$ cat src/hw/rtl/cbs_pkg.sv
// Package for the cell balance selector: register indexes, field widths
// and default sizing. No dependencies.
`default_nettype none

package cbs_pkg;

  localparam int unsigned CellCountDef = 16;
  localparam int unsigned TableDepth   = 16;
  localparam int unsigned VoltW        = 16;
  localparam int unsigned MaskW        = 16;
  localparam int unsigned IdxW         = 4;
  localparam int unsigned RegIdxW      = 3;
  localparam int unsigned CfgDataW     = 16;
  localparam int unsigned InDataW      = 40;
  localparam int unsigned OutDataW     = 16;

  typedef enum logic [RegIdxW-1:0] {
    REG_BAL_EN   = 3'd0,
    REG_LO_BOUND = 3'd1,
    REG_HI_BOUND = 3'd2,
    REG_DELTA    = 3'd3,
    REG_VALID    = 3'd4,
    REG_TEST     = 3'd5,
    REG_PERIOD   = 3'd6
  } reg_idx_e;

  localparam logic CmdSample = 1'b0;
  localparam logic CmdTick   = 1'b1;

endpackage

`default_nettype wire

$ cat src/hw/rtl/cell_balance_selector_unit.sv
// Cell balance selector top level: sample table, tick sequencer, output register.
// Depends on cbs_pkg.
//
// Sample transfers store one cell voltage and return one result one cycle
// after the input transfer. A tick transfer that runs an evaluation or a
// test-mode selection walks the cell voltage table one position per cycle
// through a single-port table and one shared compare unit: it covers
// min(CellCount, 16) positions in the walk state, between the prime and
// done states, before the result is offered. Other ticks answer in the cycle
// after the input transfer. One item is in flight at a time;
// s_axis_tready is low from the input transfer until the result transfer
// completes.
`default_nettype none

module cell_balance_selector_unit #(
  parameter int unsigned CellCount = cbs_pkg::CellCountDef
) (
  input  wire logic                          clk_i,
  input  wire logic                          rst_ni,
  input  wire logic                          s_axis_tvalid,
  output      logic                          s_axis_tready,
  // cell_index[3:0], cell_volt[19:4], data_ready[20], test_mode[21],
  // charger_in[22], min_volt[38:23], zero[39]
  input  wire logic [cbs_pkg::InDataW-1:0]   s_axis_tdata,
  // cmd
  input  wire logic                          s_axis_tuser,
  output      logic                          m_axis_tvalid,
  input  wire logic                          m_axis_tready,
  // commanded_mask[15:0]
  output      logic [cbs_pkg::OutDataW-1:0]  m_axis_tdata,
  // apply_pulse
  output      logic                          m_axis_tuser,
  input  wire logic                          cfg_we_i,
  input  wire logic [cbs_pkg::RegIdxW-1:0]   cfg_idx_i,
  input  wire logic [cbs_pkg::CfgDataW-1:0]  cfg_wdata_i
);

  localparam int unsigned Depth = (CellCount < cbs_pkg::TableDepth) ?
                                  CellCount : cbs_pkg::TableDepth;
  localparam int unsigned AddrW = (Depth > 1) ? $clog2(Depth) : 1;
  localparam logic [AddrW-1:0] LastPos = AddrW'(Depth - 1);

  typedef enum logic [2:0] {
    ST_IDLE,
    ST_PRIME,
    ST_WALK,
    ST_DONE,
    ST_OUT
  } state_e;

  // config registers
  logic                        bal_en_q;
  logic [cbs_pkg::VoltW-1:0]   lo_bound_q, hi_bound_q, delta_q;
  logic [cbs_pkg::MaskW-1:0]   valid_q, test_q;
  logic [cbs_pkg::VoltW-1:0]   period_q;

  // block state
  state_e                      state_q;
  logic [cbs_pkg::MaskW-1:0]   sent_q;
  logic [cbs_pkg::VoltW-1:0]   timer_q;
  logic                        odd_phase_q;
  logic                        pulse_q;

  // walk state
  logic                        test_walk_q;
  logic [cbs_pkg::VoltW-1:0]   minv_q;
  logic [AddrW-1:0]            pos_q;
  logic [cbs_pkg::MaskW-1:0]   sel_q;
  logic                        ord_q;
  logic [cbs_pkg::MaskW-1:0]   acc_q, alt_q;

  // cell table
  logic [cbs_pkg::VoltW-1:0]   volts_mem [Depth];
  logic [cbs_pkg::VoltW-1:0]   rd_q;

  // input fields
  logic                        in_cmd;
  logic [cbs_pkg::IdxW-1:0]    in_idx;
  logic [cbs_pkg::VoltW-1:0]   in_volt;
  logic                        in_ready, in_test, in_charger;
  logic [cbs_pkg::VoltW-1:0]   in_minv;
  logic                        in_xfer, out_xfer;

  assign in_cmd     = s_axis_tuser;
  assign in_idx     = s_axis_tdata[3:0];
  assign in_volt    = s_axis_tdata[19:4];
  assign in_ready   = s_axis_tdata[20];
  assign in_test    = s_axis_tdata[21];
  assign in_charger = s_axis_tdata[22];
  assign in_minv    = s_axis_tdata[38:23];

  assign s_axis_tready = (state_q == ST_IDLE);
  assign in_xfer       = s_axis_tvalid && s_axis_tready;
  assign m_axis_tvalid = (state_q == ST_OUT);
  assign out_xfer      = m_axis_tvalid && m_axis_tready;
  assign m_axis_tdata  = sent_q;
  assign m_axis_tuser  = pulse_q;

  // shared compare unit, one table position per cycle
  logic                        pop, par_hit, cmp_hit;
  logic [cbs_pkg::VoltW-1:0]   diff;
  logic [cbs_pkg::MaskW-1:0]   walk_mask, test_sel;
  logic [AddrW-1:0]            pos_next, rd_addr;
  logic                        wr_en;

  assign pop      = |(valid_q & sel_q);
  assign par_hit  = (ord_q == odd_phase_q);
  assign diff     = (rd_q >= minv_q) ? (rd_q - minv_q) : (minv_q - rd_q);
  assign cmp_hit  = (rd_q > lo_bound_q) && (rd_q < hi_bound_q) && (diff > delta_q);
  assign pos_next = (pos_q == LastPos) ? '0 : pos_q + AddrW'(1);
  assign rd_addr  = (state_q == ST_WALK) ? pos_next : '0;
  assign wr_en    = in_xfer && (in_cmd == cbs_pkg::CmdSample) &&
                    ({1'b0, in_idx} < (cbs_pkg::IdxW + 1)'(Depth));
  assign test_sel = (acc_q != '0) ? acc_q : alt_q;
  assign walk_mask = test_walk_q ? test_sel : acc_q;

  always_ff @(posedge clk_i) begin
    if (wr_en) begin
      volts_mem[in_idx[AddrW-1:0]] <= in_volt;
    end
    rd_q <= volts_mem[rd_addr];
  end

  always_ff @(posedge clk_i or negedge rst_ni) begin
    if (!rst_ni) begin
      bal_en_q   <= 1'b0;
      lo_bound_q <= '0;
      hi_bound_q <= '1;
      delta_q    <= '0;
      valid_q    <= '1;
      test_q     <= '0;
      period_q   <= '0;
    end else if (cfg_we_i) begin
      unique case (cfg_idx_i)
        cbs_pkg::REG_BAL_EN:   bal_en_q   <= cfg_wdata_i[0];
        cbs_pkg::REG_LO_BOUND: lo_bound_q <= cfg_wdata_i;
        cbs_pkg::REG_HI_BOUND: hi_bound_q <= cfg_wdata_i;
        cbs_pkg::REG_DELTA:    delta_q    <= cfg_wdata_i;
        cbs_pkg::REG_VALID:    valid_q    <= cfg_wdata_i;
        cbs_pkg::REG_TEST:     test_q     <= cfg_wdata_i;
        cbs_pkg::REG_PERIOD:   period_q   <= cfg_wdata_i;
        default: ;
      endcase
    end
  end

  always_ff @(posedge clk_i or negedge rst_ni) begin
    if (!rst_ni) begin
      state_q     <= ST_IDLE;
      sent_q      <= '0;
      timer_q     <= '0;
      odd_phase_q <= 1'b0;
      pulse_q     <= 1'b0;
      test_walk_q <= 1'b0;
      minv_q      <= '0;
      pos_q       <= '0;
      sel_q       <= '0;
      ord_q       <= 1'b0;
      acc_q       <= '0;
      alt_q       <= '0;
    end else begin
      unique case (state_q)
        ST_IDLE: begin
          if (in_xfer) begin
            pulse_q     <= 1'b0;
            minv_q      <= in_minv;
            test_walk_q <= in_test;
            pos_q       <= '0;
            sel_q       <= cbs_pkg::MaskW'(1);
            ord_q       <= 1'b0;
            acc_q       <= '0;
            alt_q       <= '0;
            state_q     <= ST_OUT;
            if (in_cmd == cbs_pkg::CmdTick) begin
              priority if (!in_ready) begin
                state_q <= ST_OUT;
              end else if (in_test) begin
                state_q <= ST_PRIME;
              end else if (!bal_en_q || !in_charger) begin
                pulse_q <= (sent_q != '0);
                sent_q  <= '0;
              end else if (period_q <= timer_q) begin
                timer_q <= '0;
                state_q <= ST_PRIME;
              end else begin
                timer_q <= timer_q + cbs_pkg::VoltW'(1);
              end
            end
          end
        end
        ST_PRIME: begin
          state_q <= ST_WALK;
        end
        ST_WALK: begin
          if (pop) begin
            ord_q <= ~ord_q;
            if (test_walk_q) begin
              if (!ord_q) acc_q <= acc_q | (sel_q & test_q);
              else        alt_q <= alt_q | (sel_q & test_q);
            end else if (par_hit && cmp_hit) begin
              acc_q <= acc_q | sel_q;
            end
          end
          sel_q <= sel_q << 1;
          pos_q <= pos_next;
          if (pos_q == LastPos) begin
            state_q <= ST_DONE;
          end
        end
        ST_DONE: begin
          if (!test_walk_q) begin
            odd_phase_q <= ~odd_phase_q;
          end
          pulse_q <= (walk_mask != sent_q);
          sent_q  <= walk_mask;
          state_q <= ST_OUT;
        end
        ST_OUT: begin
          if (out_xfer) begin
            state_q <= ST_IDLE;
          end
        end
        default: state_q <= ST_IDLE;
      endcase
    end
  end

`ifndef SYNTHESIS
  a_walk_onehot: assert property (@(posedge clk_i) disable iff (!rst_ni)
    state_q == ST_WALK |-> $onehot(sel_q))
    else $error("walk select not one-hot");

  a_no_accept_pending: assert property (@(posedge clk_i) disable iff (!rst_ni)
    s_axis_tready |-> !m_axis_tvalid)
    else $error("input taken while a result is pending");

  a_busy_after_xfer: assert property (@(posedge clk_i) disable iff (!rst_ni)
    in_xfer |=> !s_axis_tready && (m_axis_tvalid || state_q == ST_PRIME))
    else $error("sequencer did not start after input transfer");

  a_mask_stable_out: assert property (@(posedge clk_i) disable iff (!rst_ni)
    m_axis_tvalid && !m_axis_tready |=> $stable(sent_q) && $stable(odd_phase_q))
    else $error("state moved while result stalled");
`endif

endmodule

`default_nettype wire

$ cat config.mk
export PLATFORM = sky130hd
export DESIGN_NAME = cell_balance_selector_unit
export DESIGN_NICKNAME = d
export VERILOG_FILES = /design/src/hw/rtl/cbs_pkg.sv /design/src/hw/rtl/cell_balance_selector_unit.sv
export SDC_FILE = /design/constraint.sdc
export NUM_CORES = 1
export LEC_CHECK = 0
export BUFFER_PORTS_ARGS = -buffer_cell sky130_fd_sc_hd__buf_2
export CAP_MARGIN = 20
export CORE_ASPECT_RATIO = 0.6
export CORE_MARGIN = 5
export CORE_UTILIZATION = 62
export CTS_BUF_LIST = sky130_fd_sc_hd__clkbuf_8 sky130_fd_sc_hd__clkbuf_16
export DETAILED_ROUTE_END_ITERATION = 8
export GPL_TIMING_DRIVEN = 0
export PLACE_DENSITY = 0.83
export SLEW_MARGIN = 5
export SYNTH_ARGS = -nofsm -noshare
export SYNTH_HDL_FRONTEND = slang
export SYNTH_SLANG_ARGS = --single-unit
$ cat constraint.sdc
create_clock -name clk_i -period 4.8 [get_ports clk_i]
set_input_delay 0.96 -clock clk_i [delete_from_list [all_inputs] [get_ports clk_i]]
set_output_delay 0.96 -clock clk_i [all_outputs]
set_load 0.02 [all_outputs]
==> results of run 1 <==
how the worst min path moves through the flow:
stage	slack (ns)	depth (start not counted)	from	to
global route	0.49	1	rst_ni	timer_q[4]
finish	0.44	1	rst_ni	timer_q[3]
floorplan	0.46	1	odd_phase_q	odd_phase_q
detailed placement	0.49	1	odd_phase_q	odd_phase_q
global placement	0.48	1	odd_phase_q	odd_phase_q
CTS	0.47	1	rst_ni	timer_q[3]
synth_stat cells (4+ instances only):
cell / n
edfxtp_1: 256
dfrtp_1: 172
nand2_1: 172
inv_1: 131
o21ai_0: 124
ha_1: 96
mux2_2: 67
mux4_2: 64
a21oi_1: 62
nor2_1: 62
clkbuf_1: 53
a31oi_1: 42
a21o_1: 32
dfstp_2: 32
a211oi_1: 24
o22ai_1: 24
nand3_1: 22
nand4_1: 22
and2_1: 19
nor3_1: 18
dfxtp_1: 16
xnor2_1: 15
mux2i_1: 14
nand2b_1: 13
nor4_1: 12
a22oi_1: 11
buf_2: 11
nor2b_1: 10
o21a_1: 10
xor2_1: 9
and3_1: 8
a2111oi_0: 6
a221oi_1: 6
nand4b_1: 5
buf_4: 4
o211ai_1: 4
cell type report:
cell class / instances / area share
timing repair buffer: 110 / 0.0314
clock buffer: 51 / 0.0479
sequential: 476 / 0.526
tap: 467 / 0.0234
multi-input combinational: 1022 / 0.327
antenna: 1 / 0.000100
inverter: 131 / 0.0197
clock inverter: 29 / 0.0100
buffer: 68 / 0.0142
what timing repair did:
action	in CTS	in global routing
gates cloned	0	1
setup buffers	5	6
pin swaps	5	21
resized for setup	13	59
setup endpoints to repair	16	16
cells by family (layout without fill, tap and decap cells):
kind of cell,Yosys count,after routing
buf+inv,204,389
fa+ha+maj,98,98
xor+xnor,24,24
flops,476,476
simple gates,380,380
compound gates,374,374
mux,146,146
other cells,0,1
registers in the layout, indices dropped and copies added (netlist names), 3 cells and up:
register,flops
valid_q,16
sel_q,16
volts_mem,256
delta_q,16
lo_bound_q,16
test_q,16
rd_q,16
state_q,3
minv_q,16
alt_q,16
pos_q,4
acc_q,16
hi_bound_q,16
m_axis_tdata,16
period_q,16
timer_q,16
metrics by stage:
stage / hold slack (ns) / worst slack, ns / power [mW]
6_report: 0.444 / -0.00415 / 12.8
2_1_floorplan: 0.460 / 0.574 / 7.60
3_5_place_dp: 0.485 / -1.37 / 8.75
4_1_cts: 0.470 / 0.00726 / 12.4
3_3_place_gp: 0.477 / -1.22 / 8.54
5_1_grt: 0.493 / -0.0896 / 13.4
metal layers:
| metal | GRT usage | vias up |
|---|---|---|
| met5 | 0 | - |
| li1 | - | 6609 |
| met1 | 0.493 | 7830 |
| met3 | 0.126 | 176 |
| met2 | 0.421 | 1126 |
| met4 | 0.0940 | 0 |
power breakdown:
part           internal, mW  total, mW  switching (mW)
Combinational          1.71       4.22            2.51
Clock                  1.96       3.53            1.56
Sequential             4.74       5.07           0.329
Total                  8.41       12.8            4.40
worst reg2reg max path, cell delays in order (launching register included):
cell,delay [ns]
dfxtp_1,0.60
inv_1,0.17
fa_2,0.43
a211oi_2,0.31
o211ai_1,0.20
a31oi_2,0.29
a2bb2oi_2,0.26
a21oi_1,0.12
mux2i_2,0.21
xnor2_2,0.10
ha_1,0.33
nand4_1,0.08
buf_4,0.15
nor4_4,0.07
nor4_1,0.30
o211ai_1,0.20
a2111oi_4,0.35
a31oi_4,0.20
buf_8,0.19
o22ai_1,0.14
placed cells by master, fill, tap and decap left out, drive strengths merged, types with 22 or more instances in the layout:
master and count:
dfrtp 172, a21oi 63, o22ai 24, mux4 64, nand3 22, edfxtp 256, nand2 172, clkbuf 98
mux2 68, nand4 22, a31oi 42, ha 96, inv 144, a211oi 25, a21o 32, dfstp 32
o21ai 127, buf 130, nor2 62
==> qor.csv, run 1 <==
metric;value;unit
outcome;finished with violations;
violations;setup timing;
register_area;13200;µm²
slew_violations;0;
synth_top_flop_cell;edfxtp_1;
num_rows;53;
power_per_cell_area;512;nW/µm²
ys_top_cells_by_area;edfxtp_1, dfrtp_1, mux4_2;
grt_pass1_vias;15300;
placement.cell_area;23200;µm²
synthDominantAreaCellType;edfxtp_1;
synthesized_area_per_cell;12.9;µm²
track_usage;0.319;
final_min_period_over_clock_period;1.00;
fp.dieArea;39300;µm²
worstHoldPathType;in2async;
synth_seq_cells;476;
yosysSeqAreaShare;0.601;
cts_tree;done;
drt_via_density;6.68;
static-leakage-power;9.96;nW
cp.depth;19;
synth_adder_area_share;0.0567;
numCtsBuffers;43;
post_synth_and_or_nand_nor_area_fraction;0.0817;
worst_r2r_endpoint;acc_q[6];
grt_pass1_wl;93900;µm
area_share_of_the_leading_cell_type_in_the_synthesized_netlist;0.351;
buffer_ports.inserted;80;
reg2reg_from;rd_q[1];
critPathLaunch;rd_q[1];
synth_compound_area_frac;0.106;
finalNetCount;2015;
syn_inst;1702;
post-route-drc-count;0;
maxSlewHeadroom;0.219;
floorplan.initialDensity;0.627;
startpoint_type;flop;
die_width;253;µm
rrSetupSlack;-0.004;ns
kind_of_capture_point_of_the_worst_setup_path;flop;
route.met3.wl;9950;µm
drt-pass1-iter-count;7;
clockBufferDepth;3;
slowest_stage;dfxtp_1;
clock_sinks;476;
netlist_area;21900;µm²
clkSlewWorstSetupHoldPaths;0.07;ns
critical-path-top-delay-family;compound AO/OA/AOI/OAI gates;
max_freq;208;MHz
cts-hold-fix-buffers;0;
unrepaired_setup_endpoints_after_global_routing;true;
wl_met1;25500;µm
setup-violations-final;3;
synth.mux.area_fraction;0.107;
highest-signal-layer;met4;
global_route.overflow_total;0;
worst_pin_slew;1.16;ns
dominant_combinational_cell_family_by_area_after_synthesis;multiplexers;
multi_input_comb_area;8190;µm²
critical-path-max-stage-delay;0.60;ns
post-route-min-period;4.80;ns
setup_slack;-0.00415;ns
crit_arrival;5.29;ns
layout.filler_cells;2213;
synthArstFlopShare;0.429;
routed-via-count;15700;
cap_violations;0;
fin_skew;0.0169;ns
wl;63000;µm
hold_violation_count_in_the_final_report;0;
cts_root_buffer;clkbuf_16;
initial_antenna_violation_count;3;
path_class;reg2reg;
placed_cells_incl_taps;2267;
ant_nets;0;
required;5.28;ns
synth_edf_count;256;
core-area;34900;µm²
place.detailed.hpwl;45000;µm
yosys_warnings;0;
drc_marker_count_from_the_first_detailed_route_iteration;2269;
critPathCapture;acc_q[6];
vdd_ir_drop_max;0.000328;V
timing.setup.tns;-0.00939;ns
route.met2.wl;25600;µm
cp_num_buf_inv;3;
final_area;25000;µm²
mappedNetlistNets;1865;
grt_max_degree;105;
critical-path-top-cell-by-count;o211ai_1;
finalWeightedCongestion;0.968;
cell_by_cell_listing_of_the_critical_path;inv_1 -> fa_2 -> a211oi_2 -> o211ai_1 -> a31oi_2 -> a2bb2oi_2 -> a21oi_1 -> mux2i_2 -> xnor2_2 -> ha_1 -> nand4_1 -> buf_4 -> nor4_4 -> nor4_1 -> o211ai_1 -> a2111oi_4 -> a31oi_4 -> buf_8 -> o22ai_1;
synthXorXnorAreaFrac;0.00960;
synth.lib_cells_used.distinct;72;
avgRoutedWirePerCell;26.8;µm
die-height;156;µm
htree_levels;2;
clock_latency_late_sink;0.58;ns
final_cells;2355;
ff2ff_path_depth;19;
area_growth;14.2;%
top_level_ports;84;
worst-path-max-fanout;5;
final_core_util;0.716;
layout-drive-gt1-share;0.224;
No activity file was read; power rests on OpenSTA's default activity.
==> run 2: changes to the inputs <==
--- a/config.mk
+++ b/config.mk
@@ -5,6 +5,7 @@
 export SDC_FILE = /design/constraint.sdc
 export NUM_CORES = 1
 export LEC_CHECK = 0
+export ABC_AREA = 1
 export BUFFER_PORTS_ARGS = -buffer_cell sky130_fd_sc_hd__buf_2
 export CAP_MARGIN = 20
 export CORE_ASPECT_RATIO = 0.6
@@ -14,6 +15,7 @@
 export DETAILED_ROUTE_END_ITERATION = 8
 export GPL_TIMING_DRIVEN = 0
 export PLACE_DENSITY = 0.83
+export SKIP_CTS_REPAIR_TIMING = 1
 export SLEW_MARGIN = 5
 export SYNTH_ARGS = -nofsm -noshare
 export SYNTH_HDL_FRONTEND = slang
==> run 2 against run 1 <==
The flow now finishes without violations. Power up 3.3%. Clock power about the same. Critical path depth up 11. Area after synthesis up 3.3%. First-iteration DRC count up 21%. Clock skew up 0.0081 ns. Worst hold slack worse by 0.060 ns. Utilization down 1.4 points. Die area up 3.1%. Non-clock buffer count up 18. Via count up 20%. Synthesized cell count up 39%. Critical path type unchanged. Critical endpoint unchanged. Largest cell class unchanged. Highest routed layer unchanged.
==> qor.csv, run 2 <==
metric;value;unit;change
post_synth_and_or_nand_nor_area_fraction;0.161;;+0.0792
top_level_ports;84;;unchanged
fin_worst_hold_slack;0.384;ns;-0.0596 ns
cap_violations;0;;unchanged
ys_top_cells_by_count;nand2_1, o21ai_0, edfxtp_1;;
kind_of_capture_point_of_the_worst_setup_path;flop;;
layout-drive-gt1-share;0.120;;-0.103
yosysSeqAreaShare;0.581;;-0.0191
maxSlewHeadroom;0.384;;+0.165
core-area;36100;µm²;+3.4%
grt_pass1_wl;103000;µm;+9.2%
setup-violations-final;0;;-3
slowest_stage;fa_2;;
unrepaired_setup_endpoints_after_global_routing;false;;
ff2ff_path_depth;30;;+11
setup_slack;0.352;ns;+0.356 ns
slew_violations;0;;unchanged
place.detailed.hpwl;47100;µm;+4.6%
buffer_ports.inserted;82;;+2.5%
critical-path-max-stage-delay;0.40;ns;-0.20 ns
required;5.31;ns;+0.03 ns
synth_adder_area_share;0.0549;;-0.00180
register_area;13200;µm²;about the same
avgRoutedWirePerCell;22.1;µm;-17%
drc_marker_count_from_the_first_detailed_route_iteration;2752;;+21%
htree_levels;2;;unchanged
cts_tree;done;;
crit_arrival;4.96;ns;-0.33 ns
startpoint_type;flop;;
die-height;158;µm;+1.5%
synthesized_area_per_cell;9.56;µm²;-26%
finalNetCount;2674;;+33%
global_route.overflow_total;0;;unchanged
multi_input_comb_area;8100;µm²;-1.1%
cts_root_buffer;clkbuf_16;;
synth.lib_cells_used.distinct;48;;-33%
dominant_combinational_cell_family_by_area_after_synthesis;simple AND/OR/NAND/NOR gates;;
finalWeightedCongestion;0.966;;-0.26%
drt-pass1-iter-count;6;;-1
synth.mux.area_fraction;0;;-0.107
clock_latency_late_sink;0.58;ns;about the same
hold_violation_count_in_the_final_report;0;;unchanged
grt_max_degree;121;;+15%
clock_sinks;476;;unchanged
worst_pin_slew;0.924;ns;-0.238 ns
track_usage;0.326;;+0.00665
synth_top_flop_cell;edfxtp_1;;
netlist_area;22600;µm²;+3.3%
synthMostInstantiatedCell;nand2_1;;
fp.dieArea;40500;µm²;+3.1%
area_share_of_the_leading_cell_type_in_the_synthesized_netlist;0.340;;-0.0111
critical-path-top-cell-by-count;nand2_1;;
ant_nets;0;;unchanged
syn_inst;2365;;+39%
outcome;completed;;
initial_antenna_violation_count;0;;-3
synthArstFlopShare;0.429;;unchanged
synth_seq_cells;476;;unchanged
die_width;257;µm;+1.6%
post-route-min-period;4.45;ns;-0.356 ns
ys_top_cells_by_area;edfxtp_1, dfrtp_1, nand2_1;;
wl;66800;µm;+6.0%
area_growth;12.2;%;
mostFrequentLayoutCell;nand2_1;;
yosys_warnings;0;;unchanged
routed-via-count;18900;;+20%
clockBufferDepth;3;;unchanged
grt_pass1_vias;18000;;+18%
largest_register_ffs;256;;unchanged
drt_via_density;6.24;;-6.7%
synth_compound_area_frac;0.133;;+0.0274
layout.cells.most_common_list;nand2_1, o21ai_0, edfxtp_1;;
final_min_period_over_clock_period;0.927;;-0.0742
fin_skew;0.0250;ns;+0.00811 ns
floorplan.initialDensity;0.626;;-0.000936
synth_edf_count;256;;unchanged
worst-path-max-fanout;10;;+5
post-route-drc-count;0;;unchanged
synthDominantAreaCellType;edfxtp_1;;
dp_slack;0.275;ns;+1.65 ns
layout.filler_cells;2554;;+15%
num_rows;54;;+1.9%
max_freq;225;MHz;+8.0%
power_per_cell_area;522;nW/µm²;+1.9%
path_class;reg2reg;;
static-leakage-power;10.9;nW;+8.9%
synthXorXnorAreaFrac;0.00697;;-0.00263
mappedNetlistNets;2528;;+36%
numCtsBuffers;43;;unchanged
worstHoldPathType;in2async;;
vdd_ir_drop_max;0.000320;V;-2.6%
clkSlewWorstSetupHoldPaths;0.07;ns;about the same
## run 2: logic make-up (layout without fill, tap and decap cells)
family / count (synthesis) / in the layout
AND/OR/NAND/NOR: 876 / 876
AO/OA/AOI/OAI: 540 / 540
flip-flops: 476 / 476
buffers and inverters: 357 / 537
adder cells (fa/ha/maj): 98 / 98
XOR/XNOR: 18 / 18
other: 0 / 2
## run 2: power by group
group	switching, mW	leakage (nW)	total (mW)	internal [mW]
clock network	1.62	0.717	3.52	1.90
registers	0.316	5.02	5.02	4.71
logic	3.19	5.11	4.70	1.50
total	5.13	10.9	13.2	8.11
## run 2: layout make-up
class                   count  area share
repair buffers            101      0.0261
well taps                 476      0.0235
flip-flops and latches    476       0.518
plain buffers              95      0.0172
multi-input cells        1532       0.319
diodes                      2    0.000197
clock buffers              46      0.0445
clock inverters            33      0.0122
inverters                 262      0.0389
## run 2: stage by stage
stage	instance area (µm²)	total power [mW]	TNS, ns	instances	util
finish	25400	13.2	0	3023	0.702
detailed placement	23900	9.56	0	2940	0.661
floorplan	22600	8.12	0	2365	-
CTS	25300	13.1	0	3019	0.701
global route	25400	14.0	0	3021	0.702
global placement	23600	9.35	-102.61	2923	0.654
## run 2: worst paths after layout
check | startpoint | to | slack, ns
setup reg to reg | rd_q[0] | acc_q[6] | 0.35
max in group asynchronous | rst_ni | m_axis_tdata[3] | 3.36
hold / removal | rst_ni | minv_q[5] | 0.38
hold reg to reg | acc_q[15] | acc_q[15] | 0.48
setup / recovery | rd_q[0] | acc_q[6] | 0.35
min in group clk_i | acc_q[15] | acc_q[15] | 0.48
## run 2: routing by layer
layer	GRT usage	share of wire
met2	0.471	0.42
met1	0.488	0.41
met4	0.0889	0.023
met3	0.0937	0.14
met5	0	0
## run 2: worst max-delay path: cells and delay by family, from the launching register on
kind | cells | cell delay [ns]
AND/OR/NAND/NOR | 17 | 1.84
AO/OA/AOI/OAI | 1 | 0.23
adder cells (fa/ha/maj) | 3 | 0.87
flip-flops | 1 | 0.35
buffers and inverters | 8 | 0.85
XOR/XNOR | 1 | 0.23
